File: src/atd_pkg.sv
// Shared types, constants and register codes for the AFSK tone detector.
// No dependencies; every other file in src refers to this package by scoped names.
package atd_pkg;

    localparam int SAMPLE_BITS   = 16;
    localparam int MAX_WINDOW    = 64;
    localparam int STATE_BITS    = 40;
    localparam int G_BITS        = 30;
    localparam int COEFF_BITS    = 16;
    localparam int COEFF_FRAC    = 14;
    localparam int WLEN_BITS     = 7;
    localparam int RATE_BITS     = 18;
    localparam int CFG_IDX_BITS  = 3;
    localparam int CFG_DATA_BITS = 18;
    localparam int MAG_BITS      = 64;
    localparam int MID_DEPTH     = 2;
    localparam int OUT_DEPTH     = 2;

    localparam logic [COEFF_BITS-1:0] MARK_COEFF_RST    = 16'd31171;
    localparam logic [COEFF_BITS-1:0] SPACE_COEFF_RST   = 16'd32290;
    localparam logic [WLEN_BITS-1:0]  WINDOW_LENGTH_RST = 7'd36;
    localparam logic [RATE_BITS-1:0]  SAMPLE_RATE_RST   = 18'd44100;
    localparam logic [RATE_BITS-1:0]  BAUD_RATE_RST     = 18'd1200;

    typedef enum logic [CFG_IDX_BITS-1:0] {
        REG_MARK_COEFF    = 3'd0,
        REG_SPACE_COEFF   = 3'd1,
        REG_WINDOW_LENGTH = 3'd2,
        REG_SAMPLE_RATE   = 3'd3,
        REG_BAUD_RATE     = 3'd4
    } t_reg_idx;

    typedef struct packed {
        logic signed [SAMPLE_BITS-1:0] sample;
        logic                          first;
    } t_in_word;

    typedef struct packed {
        logic bit_res;
        logic tone;
    } t_out_word;

    // Control that travels with each entry of the queue between front and back.
    typedef struct packed {
        logic restart;
        logic has_res;
    } t_mid_ctl;

    typedef struct packed {
        logic [COEFF_BITS-1:0] mark_coeff;
        logic [COEFF_BITS-1:0] space_coeff;
        logic [WLEN_BITS-1:0]  window_length;
        logic [RATE_BITS-1:0]  sample_rate;
        logic [RATE_BITS-1:0]  baud_rate;
    } t_cfg;

endpackage

File: src/atd_fifo.sv
// Small register queue with full and empty flags, used between the stages.
// Depends on atd_pkg for its default depth.
module atd_fifo #(
    parameter int WIDTH = 1,
    parameter int DEPTH = atd_pkg::MID_DEPTH
) (
    input  logic             i_clk,
    input  logic             i_rst_n,
    input  logic             i_push,
    input  logic [WIDTH-1:0] i_wdata,
    output logic             o_full,
    input  logic             i_pop,
    output logic [WIDTH-1:0] o_rdata,
    output logic             o_empty
);

    localparam int PTR_BITS = (DEPTH > 1) ? $clog2(DEPTH) : 1;
    localparam int CNT_BITS = $clog2(DEPTH + 1);

    logic [WIDTH-1:0]    r_mem [DEPTH];
    logic [PTR_BITS-1:0] r_wptr;
    logic [PTR_BITS-1:0] r_rptr;
    logic [CNT_BITS-1:0] r_count;
    logic                wr_en;
    logic                rd_en;

    assign o_full  = (r_count == CNT_BITS'(DEPTH));
    assign o_empty = (r_count == '0);
    assign wr_en   = i_push && !o_full;
    assign rd_en   = i_pop && !o_empty;
    assign o_rdata = r_mem[r_rptr];

    always_ff @(posedge i_clk) begin
        if (wr_en) begin
            r_mem[r_wptr] <= i_wdata;
        end
    end

    always_ff @(posedge i_clk) begin
        if (!i_rst_n) begin
            r_wptr  <= '0;
            r_rptr  <= '0;
            r_count <= '0;
        end else begin
            if (wr_en) begin
                r_wptr <= (r_wptr == PTR_BITS'(DEPTH - 1)) ? '0 : r_wptr + 1'b1;
            end
            if (rd_en) begin
                r_rptr <= (r_rptr == PTR_BITS'(DEPTH - 1)) ? '0 : r_rptr + 1'b1;
            end
            if (wr_en && !rd_en) begin
                r_count <= r_count + 1'b1;
            end else if (rd_en && !wr_en) begin
                r_count <= r_count - 1'b1;
            end
        end
    end

endmodule

File: config.mk
export PLATFORM = sky130hd
export DESIGN_NAME = atd_fifo
export DESIGN_NICKNAME = d
export VERILOG_FILES = /design/src/atd_pkg.sv /design/src/atd_fifo.sv
export SDC_FILE = /design/constraint.sdc
export NUM_CORES = 1
export LEC_CHECK = 0
export ABC_AREA = 0
export BUFFER_PORTS_ARGS = -buffer_cell sky130_fd_sc_hd__clkbuf_2
export CAP_MARGIN = 20
export CORE_AREA = 2 2 39 41
export CTS_BUF_LIST = sky130_fd_sc_hd__clkbuf_2 sky130_fd_sc_hd__clkbuf_4 sky130_fd_sc_hd__clkbuf_8
export DETAILED_ROUTE_END_ITERATION = 8
export DIE_AREA = 0 0 41 43
export MAX_ROUTING_LAYER = met4
export PLACE_DENSITY = 0.53
export SKIP_LAST_GASP = 1
export SYNTH_ARGS = -nofsm -noshare
export SYNTH_HDL_FRONTEND = slang
export SYNTH_SLANG_ARGS = --single-unit
File: constraint.sdc
create_clock -name i_clk -period 1.8 [get_ports i_clk]
set_input_delay 0.54 -clock i_clk [delete_from_list [all_inputs] [get_ports i_clk]]
set_output_delay 0.54 -clock i_clk [all_outputs]
set_load 0.02 [all_outputs]
==> results.json, run 1 <==
{
  "n_antenna_cell": 0,
  "portBuffers": 7,
  "relSlewSlack_pct": 86.45,
  "gp_congestion": 0.6728,
  "crit_path_max_fanout": 1,
  "slew_viol_final": 0,
  "ys_ff_latch": 7,
  "grt_first_pass_wirelength_um": 738,
  "outcome": "finished clean",
  "syn2layout_area_growth_pct": 30.33,
  "yosysWarnings": 0,
  "clock_path_buffers": 2,
  "synthDistinctLibCells": 19,
  "crit_slowest_cell": "mux2_2",
  "start_util_pct": 22.06,
  "slowest_delay_ps": 320,
  "place_inst": 52,
  "wl_met3_um": 2,
  "final_period_minus_worst_setup_slack_ps": 1584,
  "arrival_ps": 1040,
  "required_ps": 1260,
  "crit_type": "flop to output pin",
  "grt_pass1_vias": 209,
  "postPlaceCellArea_um2": 367.9,
  "yosysSeqAreaShare_pct": 52.46,
  "finClkSkew_ps": 4.664,
  "tightest_slew_ps": 201.8,
  "clock_latency_ps": 250,
  "grt_max_degree": 6,
  "rsz0062_at_grt": "false",
  "vias": 228,
  "cap_violations": 0,
  "netlist.area_leader.share_pct": 32.79,
  "multi_input_area_um2": 137.6,
  "overflow": 0,
  "min_path_type": "primary input to flop",
  "drive_gt1_share_pct": 37.50,
  "p_leak_nw": 0.1772,
  "final_area_um2": 397.9,
  "clkSlewWorstSetupHoldPaths_ps": 50,
  "setup_viol": 0,
  "setup_tns_ps": 0,
  "crit_path_end_kind": "output pin",
  "postCtsSetupBuffers": 0,
  "rows": 14,
  "fp.coreArea_mm2": 0.001384,
  "die-area_mm2": 0.001763,
  "grt_usage_pct": 7.534,
  "layout.cells.non_filler": 56,
  "dp_hpwl_um": 359.1,
  "power.total_uw": 669.5,
  "wl_um": 466,
  "maxUsedRoutingLayer": "met4",
  "layout_worst_path_cycle_share_pct": 88.00,
  "synth_top_area_cell": "dfxtp_1",
  "post_drt_wl_per_cell_um": 8.321,
  "drtIter0Drc": 2,
  "die_y_um": 43,
  "io_pins": 8,
  "power_density_mw_per_mm2": 1683,
  "nFillCells": 153,
  "wl_met2_um": 270,
  "register_area_um2": 160.2,
  "path_cells": "mux2_2 -> clkbuf_2",
  "holdBufCountCts": 0,
  "cp-start-kind": "flop",
  "die_w_um": 41,
  "ys_top_cells_by_count": "dfxtp_1, and2_1, edfxtp_1, nor2_1, xnor2_1",
  "first_pass_iters": 2,
  "root_buffer": "clkbuf_4",
  "wl_met1_um": 184,
  "syn_nets": 34,
  "clock_sinks": 7,
  "cts_max_level": 1,
  "nets": 47,
  "reg2reg_slack_ps": 310,
  "ant_nets": 0,
  "avgViaCountPerCell": 4.071,
  "synth_area_leaders": "dfxtp_1, edfxtp_1, and2_1",
  "post_cts_resized": 0,
  "antenna_found_initial": 0,
  "synth_edf_count": 2,
  "synth.most_common_cell": "dfxtp_1",
  "drc": 0,
  "synthArstFlopShare_pct": 0,
  "cts_tree": "built",
  "syn_area_um2": 305.3,
  "hold_viol_final": 0,
  "vdd_drop_max_v": 0.0003322,
  "synth_flop_cell": "dfxtp_1",
  "numCtsBuffers": 3,
  "syn_area_per_cell_um2": 10.90,
  "fmaxAchievable_mhz": 631.3,
  "syn_inst": 28
}
[cell type report]
type | instances | area share, %
Sequential cell | 7 | 40.25
Multi-Input combinational cell | 19 | 34.59
Timing Repair Buffer | 8 | 10.69
Clock buffer | 4 | 7.547
Tap cell | 16 | 5.031
Inverter | 2 | 1.887
[kinds of logic after synthesis]
kind of cell	synth area share (%)
AND/OR/NAND/NOR	18.04
flip-flops	52.46
AO/OA/AOI/OAI	10.66
XOR/XNOR	8.608
buffers and inverters	2.457
multiplexers	3.688
adder cells (fa/ha/maj)	4.098
[cells in the final DEF, fill, tap and decap left out, drive strengths merged]
cell type,n
clkbuf,11
dfxtp,5
and2,3
nor2,2
xnor2,2
edfxtp,2
inv,2
o21ai,2
a21boi,2
mux2,1
nand2b,1
and3,1
nor3,1
o21a,1
xor2,1
or3,1
ha,1
buf,1
[metrics by stage]
stage / utilization [%] / setup WS [ps] / hold WS (ps)
after CTS: 28.75 / 196.2 / 472.8
final: 28.75 / 216.1 / 480.2
after floorplan: - / 286.2 / 483.3
after global placement: 26.58 / 155.0 / 516.5
after global routing: 28.75 / 153.6 / 465.1
after detailed placement: 26.58 / 148.6 / 520.4
[metal layers]
metal	GRT usage, %	up-vias
met5	-	-
met4	12.00	0
met3	3.141	2
met2	9.688	3
met1	5.844	104
li1	-	119
[path summary, 6_finish.rpt]
check | from | to | depth (start not counted)
worst max register to register | r_count[1] | r_count[1] | 6
worst min register to register | r_count[1] | r_count[1] | 2
worst min-delay path | i_wdata | r_mem[0] | 1
worst max-delay path | flop | o_rdata | 2
[power by group]
group	internal, mW	switching [mW]	total [mW]
Sequential	0.211	0.0253	0.236
Clock	0.0998	0.0602	0.160
Combinational	0.130	0.144	0.273
[worst max-delay path, delay by kind of cell, from the launching register on]
family | cells | cell delay (ps)
multiplexers | 1 | 320
buffers and inverters | 1 | 150
flip-flops | 1 | 310
Note: power is estimated with default switching activity, not from simulation.
==> run 2: changes to the inputs <==
- ABC_AREA: 0 -> 1
- PLACE_DENSITY: 0.53 -> 0.54
==> run 2 against run 1 <==
Routed wire length grew 19%. Cell count grew 21%. Via count increased by 21%. Final area rose by 1.6%. Sequential cell count unchanged. Clock-buffer cell count is the same. Synthesized area increased by 4.5%. Critical path type unchanged. Critical endpoint unchanged. Largest cell class unchanged.
==> results.json, run 2 <==
{
  "tightest_slew_ps": 207.1,
  "synthArstFlopShare_pct": 0,
  "start_util_pct": 23.06,
  "drc": 0,
  "finClkSkew_ps": 1.070,
  "cts_tree": "built",
  "power_density_mw_per_mm2": 1620,
  "syn2layout_area_growth_pct": 26.67,
  "grt_first_pass_wirelength_um": 1000,
  "outcome": "finished clean",
  "synthDistinctLibCells": 14,
  "postPlaceCellArea_um2": 374.1,
  "die_w_um": 41,
  "register_area_um2": 160.2,
  "synth_area_leaders": "dfxtp_1, edfxtp_1, nor2_1",
  "p_leak_nw": 0.2009,
  "timing.rr.start": "r_count[0]",
  "nFillCells": 158,
  "r2r-end": "r_count[1]",
  "place_inst": 64,
  "path_cells": "mux2_2 -> clkbuf_2",
  "reg2reg_depth": 8,
  "min_from": "i_wdata",
  "cp-start-kind": "flop",
  "crit_path_max_fanout": 1,
  "final_common_cell": "nor2_1",
  "wl_um": 554,
  "hold_viol_final": 0,
  "post_drt_wl_per_cell_um": 8.147,
  "internal_power_uw": 401.8,
  "io_pins": 8,
  "holdBufCountCts": 0,
  "clkPwrFrac_pct": 24.0,
  "grt_usage_pct": 9.548,
  "overflow": 0,
  "clock_sinks": 7,
  "p_sw_uw": 253.1,
  "crit_type": "flop to output pin",
  "drtIter0Drc": 12,
  "clock_latency_ps": 250,
  "gp_congestion": 0.7057,
  "min_path_type": "primary input to flop",
  "required_ps": 1260,
  "clock_path_buffers": 2,
  "synth_top_area_cell": "dfxtp_1",
  "combPwrFrac_pct": 39.3,
  "synth_edf_count": 2,
  "ys_top_cells_by_count": "nor2_1, inv_1, nand2_1",
  "slew_viol_final": 0,
  "yosysWarnings": 0,
  "syn_nets": 47,
  "syn_area_um2": 319.1,
  "multi_input_area_um2": 125.1,
  "synth.most_common_cell": "nor2_1",
  "first_pass_iters": 3,
  "final_period_minus_worst_setup_slack_ps": 1567,
  "die_y_um": 43,
  "ant_nets": 0,
  "vias": 277,
  "antenna_found_initial": 0,
  "post_cts_resized": 0,
  "numCtsBuffers": 3,
  "clkSlewWorstSetupHoldPaths_ps": 50,
  "portBuffers": 7,
  "rsz0062_at_grt": "false",
  "crit_path_end_kind": "output pin",
  "relSlewSlack_pct": 86.18,
  "layout.cells.non_filler": 68,
  "critical-path-top-delay-family": "multiplexers",
  "cts_max_level": 1,
  "arrival_ps": 1030,
  "grt_max_degree": 6,
  "fp.coreArea_mm2": 0.001384,
  "hold_end": "r_mem[1]",
  "reg2reg_slack_ps": 380,
  "path_buf_inv": 1,
  "nets": 59,
  "setup_tns_ps": 0,
  "avgViaCountPerCell": 4.074,
  "layout_worst_path_cycle_share_pct": 87.08,
  "yosysSeqAreaShare_pct": 50.20,
  "drive_gt1_share_pct": 28.85,
  "dp_hpwl_um": 444.8,
  "n_antenna_cell": 0,
  "grt_pass1_vias": 267,
  "setup_viol": 0,
  "die-area_mm2": 0.001763,
  "ys_ff_latch": 7,
  "postCtsSetupBuffers": 0,
  "syn_area_per_cell_um2": 7.782,
  "crit_slowest_cell": "mux2_2",
  "final_area_um2": 404.1,
  "netlist.area_leader.share_pct": 31.37,
  "min_path_cells": 1,
  "root_buffer": "clkbuf_4",
  "pwr-share-seq_pct": 36.7,
  "synth_flop_cell": "dfxtp_1",
  "vdd_drop_max_v": 0.0005542,
  "switching_share_pct": 38.64,
  "fmaxAchievable_mhz": 638.0,
  "cap_violations": 0,
  "slowest_delay_ps": 320,
  "syn_inst": 41,
  "final_cell_mix": "nor2_1, inv_1, clkbuf_2, nand2_1, dfxtp_1",
  "rows": 14
}
run 2: cell count changes after synthesis, moves of 2 or more:
cell | before | now
nor2_1 | 2 | 10
and2_1 | 3 | 0
nand2_1 | 0 | 6
xnor2_1 | 2 | 0
inv_1 | 1 | 8
run 2: logic make-up after synthesis:
| group | after synthesis | synth area share (%) |
|---|---|---|
| compound gates | 4 | 7.450 |
| mux | 1 | 3.529 |
| flops | 7 | 50.20 |
| buf+inv | 9 | 10.59 |
| fa+ha+maj | 1 | 3.921 |
| simple gates | 19 | 24.32 |
run 2: area by class of cell:
class	instances	area share [%]
Multi-Input combinational cell	25	30.96
Clock buffer	4	7.430
Tap cell	16	4.954
Timing Repair Buffer	7	8.669
Inverter	9	8.359
Sequential cell	7	39.63
run 2: power groups by stage:
stage | registers, mW | logic (mW) | clock network, mW
after floorplan | 0.237 | 0.201 | 0
after global placement | 0.245 | 0.255 | 0
after detailed placement | 0.244 | 0.259 | 0
after CTS | 0.241 | 0.261 | 0.167
after global routing | 0.250 | 0.298 | 0.178
final | 0.240 | 0.257 | 0.157
run 2: worst max path at each step:
| stage | cells after the start | endpoint | startpoint | slack, ps |
|---|---|---|---|---|
| after floorplan | 9 | r_count[1] | r_count[0] | 380 |
| after global placement | 10 | r_count[1] | i_pop | 240 |
| after detailed placement | 9 | r_count[1] | i_pop | 230 |
| after CTS | 2 | o_rdata | flop | 210 |
| after global routing | 2 | o_rdata | flop | 150 |
| final | 2 | o_rdata | flop | 230 |
run 2: routing by layer:
metal / vias up / track usage [%] / routed length (µm)
li1: 150 / - / -
met1: 118 / 9.585 / 257
met2: 7 / 12.19 / 241
met3: 2 / 7.853 / 45
met4: 0 / 6.000 / 10
met5: - / - / 0
run 2: metrics by stage:
step / utilization [%] / hold WS, ps / power (mW) / setup slack (ps)
floorplan: - / 466.9 / 0.4386 / 376.6
global placement: 27.03 / 485.4 / 0.5004 / 244.4
detailed placement: 27.03 / 491.4 / 0.5034 / 228.2
CTS: 29.20 / 482.7 / 0.6687 / 213.9
global route: 29.20 / 472.1 / 0.7259 / 154.9
finish: 29.20 / 489.5 / 0.6549 / 232.6
run 2: worst reg2reg max path: stages (launching register included):
cell and delay (ps):
dfxtp_1 420, nor2_1 90, nor2_2 140, inv_1 60, ha_1 320, inv_1 80
nand4_1 100, nand2_1 70, nor2_1 30
