### src/atd_pkg.sv
// Shared types, constants and register codes for the AFSK tone detector.
// No dependencies; every other file in src refers to this package by scoped names.
package atd_pkg;

    localparam int SAMPLE_BITS   = 16;
    localparam int MAX_WINDOW    = 64;
    localparam int STATE_BITS    = 40;
    localparam int G_BITS        = 30;
    localparam int COEFF_BITS    = 16;
    localparam int COEFF_FRAC    = 14;
    localparam int WLEN_BITS     = 7;
    localparam int RATE_BITS     = 18;
    localparam int CFG_IDX_BITS  = 3;
    localparam int CFG_DATA_BITS = 18;
    localparam int MAG_BITS      = 64;
    localparam int MID_DEPTH     = 2;
    localparam int OUT_DEPTH     = 2;

    localparam logic [COEFF_BITS-1:0] MARK_COEFF_RST    = 16'd31171;
    localparam logic [COEFF_BITS-1:0] SPACE_COEFF_RST   = 16'd32290;
    localparam logic [WLEN_BITS-1:0]  WINDOW_LENGTH_RST = 7'd36;
    localparam logic [RATE_BITS-1:0]  SAMPLE_RATE_RST   = 18'd44100;
    localparam logic [RATE_BITS-1:0]  BAUD_RATE_RST     = 18'd1200;

    typedef enum logic [CFG_IDX_BITS-1:0] {
        REG_MARK_COEFF    = 3'd0,
        REG_SPACE_COEFF   = 3'd1,
        REG_WINDOW_LENGTH = 3'd2,
        REG_SAMPLE_RATE   = 3'd3,
        REG_BAUD_RATE     = 3'd4
    } t_reg_idx;

    typedef struct packed {
        logic signed [SAMPLE_BITS-1:0] sample;
        logic                          first;
    } t_in_word;

    typedef struct packed {
        logic bit_res;
        logic tone;
    } t_out_word;

    // Control that travels with each entry of the queue between front and back.
    typedef struct packed {
        logic restart;
        logic has_res;
    } t_mid_ctl;

    typedef struct packed {
        logic [COEFF_BITS-1:0] mark_coeff;
        logic [COEFF_BITS-1:0] space_coeff;
        logic [WLEN_BITS-1:0]  window_length;
        logic [RATE_BITS-1:0]  sample_rate;
        logic [RATE_BITS-1:0]  baud_rate;
    } t_cfg;

endpackage

### src/atd_front.sv
// Front end: sample intake, symbol timing, window control and both Goertzel filters.
// Depends on atd_pkg; feeds finished windows and restarts to the middle queue.
module atd_front #(
    parameter int STATE_BITS = atd_pkg::STATE_BITS
) (
    input  logic                      i_clk,
    input  logic                      i_rst_n,
    input  atd_pkg::t_cfg             i_cfg,
    input  logic                      i_rate_wr,
    input  logic                      i_push,
    output logic                      o_full,
    input  atd_pkg::t_in_word         i_word,
    output logic                      o_mid_push,
    input  logic                      i_mid_full,
    output atd_pkg::t_mid_ctl         o_mid_ctl,
    output logic [4*STATE_BITS-1:0]   o_mid_state
);

    localparam int SB       = atd_pkg::SAMPLE_BITS;
    localparam int CB       = atd_pkg::COEFF_BITS;
    localparam int RB       = atd_pkg::RATE_BITS;
    localparam int WB       = atd_pkg::WLEN_BITS;
    localparam int LO_BITS  = STATE_BITS / 2;
    localparam int HI_BITS  = STATE_BITS - LO_BITS;
    localparam int PLO_W    = CB + LO_BITS + 1;
    localparam int PHI_W    = CB + HI_BITS;
    localparam int PROD_W   = CB + STATE_BITS;
    localparam int ASH_W    = PROD_W - atd_pkg::COEFF_FRAC;
    localparam int SUM_W    = STATE_BITS + 4;
    localparam int MCNT_W   = $clog2(RB);

    typedef enum logic [2:0] {
        ST_IDLE,
        ST_MOD,
        ST_PHASE,
        ST_LO,
        ST_HI,
        ST_SUM,
        ST_UPD,
        ST_PUSH
    } t_state;

    t_state                  r_state;
    logic signed [SB-1:0]    r_x;
    logic                    r_restart;
    logic                    r_has_res;
    logic                    r_dirty;
    logic [RB-1:0]           r_phase;
    logic [RB-1:0]           r_step;
    logic [RB-1:0]           r_rp;
    logic [RB-1:0]           r_rb;
    logic [RB-1:0]           r_dp;
    logic [RB-1:0]           r_db;
    logic [MCNT_W-1:0]       r_mcnt;
    logic [WB-1:0]           r_wcnt;
    logic                    r_in_win;
    logic signed [STATE_BITS-1:0] r_s1  [2];
    logic signed [STATE_BITS-1:0] r_s2  [2];
    logic signed [PLO_W-1:0]      r_plo [2];
    logic signed [PHI_W-1:0]      r_phi [2];
    logic signed [PROD_W-1:0]     r_acc [2];

    logic [RB-1:0]           sr_eff;
    logic [RB-1:0]           br_eff;
    logic [WB-1:0]           wl_eff;
    logic [RB-1:0]           ph_in;
    logic [RB:0]             t_p;
    logic [RB:0]             t_b;
    logic [RB-1:0]           n_rp;
    logic [RB-1:0]           n_rb;
    logic [RB:0]             adv;
    logic [RB-1:0]           n_phase;
    logic                    start;
    logic [WB-1:0]           cnt_inc;
    logic                    done;
    logic                    accept;
    logic signed [SB+7:0]    x_sh;
    logic signed [CB-1:0]         coeff   [2];
    logic signed [PLO_W-1:0]      prod_lo [2];
    logic signed [PHI_W-1:0]      prod_hi [2];
    logic signed [PROD_W-1:0]     acc_sum [2];
    logic signed [ASH_W-1:0]      acc_sh  [2];
    logic signed [SUM_W-1:0]      fsum    [2];
    logic signed [STATE_BITS-1:0] n_s0    [2];

    assign sr_eff = (i_cfg.sample_rate == '0) ? RB'(1) : i_cfg.sample_rate;
    assign br_eff = (i_cfg.baud_rate == '0) ? RB'(1) : i_cfg.baud_rate;

    always_comb begin
        if (i_cfg.window_length == '0) begin
            wl_eff = WB'(1);
        end else if ({1'b0, i_cfg.window_length} > 8'(atd_pkg::MAX_WINDOW)) begin
            wl_eff = WB'(atd_pkg::MAX_WINDOW);
        end else begin
            wl_eff = i_cfg.window_length;
        end
    end

    assign ph_in = i_word.first ? '0 : r_phase;

    // One remainder bit per cycle for both the phase and the step reduction.
    assign t_p  = {r_rp, r_dp[RB-1]};
    assign t_b  = {r_rb, r_db[RB-1]};
    assign n_rp = (t_p >= {1'b0, sr_eff}) ? RB'(t_p - {1'b0, sr_eff}) : t_p[RB-1:0];
    assign n_rb = (t_b >= {1'b0, sr_eff}) ? RB'(t_b - {1'b0, sr_eff}) : t_b[RB-1:0];

    assign start   = (r_phase < br_eff);
    assign adv     = {1'b0, r_phase} + {1'b0, sr_eff - r_step};
    assign n_phase = (adv >= {1'b0, sr_eff}) ? RB'(adv - {1'b0, sr_eff}) : adv[RB-1:0];

    assign cnt_inc = r_wcnt + 1'b1;
    assign done    = (cnt_inc >= wl_eff);

    assign accept = i_push && !o_full;
    assign o_full = (r_state != ST_IDLE);
    assign x_sh   = {r_x, 8'b0};

    assign coeff[0] = $signed(i_cfg.mark_coeff);
    assign coeff[1] = $signed(i_cfg.space_coeff);

    for (genvar l = 0; l < 2; l++) begin : g_lane
        assign prod_lo[l] = coeff[l] * $signed({1'b0, r_s1[l][LO_BITS-1:0]});
        assign prod_hi[l] = coeff[l] * $signed(r_s1[l][STATE_BITS-1:LO_BITS]);
        assign acc_sum[l] = $signed({r_phi[l], {LO_BITS{1'b0}}}) + PROD_W'(r_plo[l]);
        assign acc_sh[l]  = r_acc[l][PROD_W-1:atd_pkg::COEFF_FRAC];
        assign fsum[l]    = SUM_W'(x_sh) + SUM_W'(acc_sh[l]) - SUM_W'(r_s2[l]);

        always_comb begin
            if ((&fsum[l][SUM_W-1:STATE_BITS-1]) || !(|fsum[l][SUM_W-1:STATE_BITS-1])) begin
                n_s0[l] = fsum[l][STATE_BITS-1:0];
            end else if (fsum[l][SUM_W-1]) begin
                n_s0[l] = {1'b1, {(STATE_BITS-1){1'b0}}};
            end else begin
                n_s0[l] = {1'b0, {(STATE_BITS-1){1'b1}}};
            end
        end
    end

    assign o_mid_push  = (r_state == ST_PUSH) && !i_mid_full;
    assign o_mid_ctl   = '{restart: r_restart, has_res: r_has_res};
    assign o_mid_state = {r_s1[0], r_s2[0], r_s1[1], r_s2[1]};

    always_ff @(posedge i_clk) begin
        if (!i_rst_n) begin
            r_state   <= ST_IDLE;
            r_restart <= 1'b0;
            r_has_res <= 1'b0;
            r_dirty   <= 1'b1;
            r_phase   <= '0;
            r_step    <= '0;
            r_mcnt    <= '0;
            r_wcnt    <= '0;
            r_in_win  <= 1'b1;
            for (int l = 0; l < 2; l++) begin
                r_s1[l] <= '0;
                r_s2[l] <= '0;
            end
        end else begin
            unique case (r_state)
                ST_IDLE: begin
                    if (accept) begin
                        r_x       <= i_word.sample;
                        r_restart <= i_word.first;
                        r_has_res <= 1'b0;
                        r_phase   <= ph_in;
                        if (r_dirty) begin
                            r_rp    <= '0;
                            r_rb    <= '0;
                            r_dp    <= ph_in;
                            r_db    <= br_eff;
                            r_mcnt  <= '0;
                            r_state <= ST_MOD;
                        end else begin
                            r_state <= ST_PHASE;
                        end
                    end
                end
                ST_MOD: begin
                    r_rp   <= n_rp;
                    r_rb   <= n_rb;
                    r_dp   <= r_dp << 1;
                    r_db   <= r_db << 1;
                    r_mcnt <= r_mcnt + 1'b1;
                    if (r_mcnt == MCNT_W'(RB - 1)) begin
                        r_phase <= n_rp;
                        r_step  <= n_rb;
                        r_dirty <= 1'b0;
                        r_state <= ST_PHASE;
                    end
                end
                ST_PHASE: begin
                    r_phase <= n_phase;
                    if (start) begin
                        for (int l = 0; l < 2; l++) begin
                            r_s1[l] <= '0;
                            r_s2[l] <= '0;
                        end
                        r_wcnt   <= '0;
                        r_in_win <= 1'b1;
                        r_state  <= ST_LO;
                    end else if (r_in_win) begin
                        r_state <= ST_LO;
                    end else if (r_restart) begin
                        r_state <= ST_PUSH;
                    end else begin
                        r_state <= ST_IDLE;
                    end
                end
                ST_LO: begin
                    for (int l = 0; l < 2; l++) begin
                        r_plo[l] <= prod_lo[l];
                    end
                    r_state <= ST_HI;
                end
                ST_HI: begin
                    for (int l = 0; l < 2; l++) begin
                        r_phi[l] <= prod_hi[l];
                    end
                    r_state <= ST_SUM;
                end
                ST_SUM: begin
                    for (int l = 0; l < 2; l++) begin
                        r_acc[l] <= acc_sum[l];
                    end
                    r_state <= ST_UPD;
                end
                ST_UPD: begin
                    for (int l = 0; l < 2; l++) begin
                        r_s2[l] <= r_s1[l];
                        r_s1[l] <= n_s0[l];
                    end
                    r_wcnt <= cnt_inc;
                    if (done) begin
                        r_has_res <= 1'b1;
                        r_in_win  <= 1'b0;
                        r_state   <= ST_PUSH;
                    end else if (r_restart) begin
                        r_state <= ST_PUSH;
                    end else begin
                        r_state <= ST_IDLE;
                    end
                end
                ST_PUSH: begin
                    if (!i_mid_full) begin
                        r_state <= ST_IDLE;
                    end
                end
                default: begin
                    r_state <= ST_IDLE;
                end
            endcase
            if (i_rate_wr) begin
                r_dirty <= 1'b1;
            end
        end
    end

endmodule

### config.mk
export PLATFORM = sky130hd
export DESIGN_NAME = atd_front
export DESIGN_NICKNAME = d
export VERILOG_FILES = /design/src/atd_pkg.sv /design/src/atd_front.sv
export SDC_FILE = /design/constraint.sdc
export NUM_CORES = 2
export LEC_CHECK = 0
export BUFFER_PORTS_ARGS = -buffer_cell sky130_fd_sc_hd__buf_2
export CAP_MARGIN = 10
export CORE_MARGIN = 1
export CORE_UTILIZATION = 40
export CTS_BUF_LIST = sky130_fd_sc_hd__clkbuf_4 sky130_fd_sc_hd__clkbuf_8 sky130_fd_sc_hd__clkbuf_16
export CTS_CLUSTER_SIZE = 10
export DETAILED_ROUTE_END_ITERATION = 7
export GPL_ROUTABILITY_DRIVEN = 0
export PLACE_DENSITY_LB_ADDON = 0.15
export SYNTH_ARGS = -nofsm -noshare
export SYNTH_HDL_FRONTEND = slang
export SYNTH_SLANG_ARGS = --single-unit
### constraint.sdc
create_clock -name i_clk -period 8.4 [get_ports i_clk]
set_input_delay 0.84 -clock i_clk [delete_from_list [all_inputs] [get_ports i_clk]]
set_output_delay 0.84 -clock i_clk [all_outputs]
set_load 0.02 [all_outputs]
==> reports/metrics.yaml <==
status:
  outcome: "finished, final reports clean"
yosys:
  synth_seq_cells: 505
  synth_top_family_by_area: "adder cells"
  synth_xor_area_share_pct: 3.77
  synthesis.nets: 10100
  synth_ff_type: "edfxtp_1"
  synth.area.mux_share_pct: 0.424
  avgSynthCellArea_um2: 9.48
  ys_types: 88
  syn_inst: 8056
  netlist_area_um2: 76400
  synth_warnings: 0
  yosys.area_share.adder_pct: 43.6
  ys_seq_area_share_pct: 19.1
  synth_simple_gate_area_share_pct: 14.0
  async_flop_share_pct: 0
  synth_compound_area_share_pct: 9.45
  synth_edf_count: 450
global_routing:
  grt_max_degree: 88
  grt_pass1_wl_um: 346000
  grt_antenna_before_repair: 12
  grt_pass1_vias: 59200
  grt.overflow.total: 0
  gr-usage-all-layers_pct: 23.2
sta:
  layout_min_cycle_time_ns: 7.62
  rsz0062_at_grt: "false"
  fmaxAchievable_mhz: 131
  finClkSkew_ns: 0.0450
  finalHoldViolCount: 0
  finalMaxSlewViolations: 0
  setup_slack_ns: 0.784
  tns_ns: 0
  setup_violations: 0
  relSlewSlack_pct: 17.9
  min_period_over_period_pct: 90.7
  max_slew.worst_pin.slew_ns: 1.23
critical_path:
  crit_path_end_kind: "flop"
  start_kind: "flop"
  cp.required_ns: 8.78
  critPathKind: "reg2reg"
  cp_max_fo: 18
  critPathArrivalTime_ns: 8.00
clocking:
  hold_buffers: 0
  cts-root-buf: "clkbuf_16"
  tritoncts: "done"
  clk_latency_ns: 0.66
  cts_setup_buffers: 0
  cts.sinks: 505
  post_cts_resized: 0
  clockBufferDepth: 3
  h-tree-depth: 2
  clk_pin_slew_ns: 0.06
  cts_buffers: 59
routing:
  initialDrtViolationCount: 3331
  via_count: 55700
  post_drt_via_cell_ratio: 5.19
  wl_um: 220000
  final_antenna_net_count: 0
  route.detailed.wl_per_inst_um: 20.5
  post-route-drc-count: 0
  dr.pass1.iters: 8
power:
  power_density_nw_per_um2: 265
  total_power_mw: 21.8
  leakage_nw: 38.9
  ir_drop_v: 0.000346
finish:
  layout-drive-gt1-share_pct: 6.80
  finish.utilization_pct: 43.4
  syn2layout_area_growth_pct: 7.90
  fin_nets: 10200
floorplanning:
  initial_utilization_pct: 40.2
  die-area_um2: 193000
  die_h_um: 439
  fp.coreArea_um2: 190000
  num_rows: 160
  die_w_um: 439
  top_level_ports: 261
run:
  drv_cap: 0
placement:
  dp_hpwl_um: 174000
  port-buffer-count: 260
  dp_slack_ns: 0.582
min_path:
  hold_class: "in2reg"
[path summary, 6_finish.rpt]
check	start	endpoint	slack [ns]	cells after the start
worst max-delay path	r_s1[0][27]	r_phi[0][35]	0.78	24
worst min-delay path	i_word[3]	r_x[2]	0.37	1
worst max register to register	r_s1[0][27]	r_phi[0][35]	0.78	24
worst min register to register	r_plo[0][51]	r_acc[0][70]	0.41	0
[power breakdown]
group	total (mW)	switching (mW)	internal, mW
combinational	15.7	9.03	6.63
clock	2.46	1.08	1.38
sequential	3.71	0.131	3.58
[cells by family (layout without fill, tap and decap cells)]
logic type,Yosys count,in the layout
xor+xnor,329,329
other cells,0,2
mux,31,31
buf+inv,1951,2121
simple gates,2208,2208
compound gates,1098,1098
flops,505,505
fa+ha+maj,1934,1934
[stage by stage]
stage,area (um2),hold WS (ns),instances
3_3_place_gp,80700,0.401,10600
4_1_cts,82400,0.318,10700
6_report,82400,0.365,10700
2_1_floorplan,76400,0.400,8056
3_5_place_dp,80700,0.405,10600
5_1_grt,82400,0.340,10700
[synth_stat cells (110+ instances only)]
master    number  area, um2
ha_1         723       9050
and2_1       467       2920
and3_1       110        688
o21ai_0      181        906
a21oi_1      306       1530
edfxtp_1     450      13500
xnor2_1      224       1960
nor2_1       237        890
clkbuf_1     288       1080
nand2_1      984       3690
a21o_1       159       1190
inv_1       1638       6150
fa_1        1211      24200
[flip-flops by register name, summed over array words and instances (netlist names)]
signal     count
r_acc         84
r_s1          80
r_s2          80
r_phi         72
r_plo         46
r_db          18
r_dp          18
r_phase       18
r_rb          18
r_rp          18
r_step        18
r_x           16
r_wcnt         7
r_mcnt         5
r_state        3
r_dirty        1
r_has_res      1
r_in_win       1
r_restart      1
[cell usage in the layout (no fill, tap or decap), drive strengths merged, types with 107 or more instances in the layout]
master / count
a21o: 159
nand2b: 107
buf: 385
and2: 467
o21ai: 199
xnor2: 224
a21oi: 307
fa: 1211
inv: 1640
edfxtp: 450
nor2: 237
ha: 723
and3: 110
nand2: 985
[worst max-delay path, cell delays in order (launching register included)]
cell and delay (ns):
edfxtp_1 1.05, nand2_1 0.20, fa_1 0.58, inv_1 0.05, fa_1 0.50, inv_1 0.06, fa_1 0.56, inv_1 0.06
fa_1 0.48, inv_1 0.05, fa_1 0.50, inv_1 0.06, fa_1 0.44, ha_1 0.33, a21oi_1 0.21, o21ai_0 0.17
a221o_1 0.36, a211oi_1 0.25, a21oi_1 0.15, o211ai_1 0.21, nand2_1 0.09, or4_1 0.45, a31o_2 0.26, a21oi_1 0.16
xnor2_1 0.09
[metal layers]
metal	global-route usage (%)	vias to the layer above	share of wire, %
met5	0	-	0.0050
met4	8.18	2	4.0
met3	2.13	294	4.4
met2	39.2	1256	48
met1	30.9	28400	44
li1	-	25800	-
[cell type report]
type	count	area, um2
Antenna cell	2	5.00
Clock buffer	86	1700
Clock inverter	10	47.5
Fill cell	18700	108000
Inverter	1640	6160
Multi-Input combinational cell	5600	54500
Sequential cell	505	14600
Tap cell	2511	3140
Timing Repair Buffer	385	2270
No activity file was read; power rests on OpenSTA's default activity.
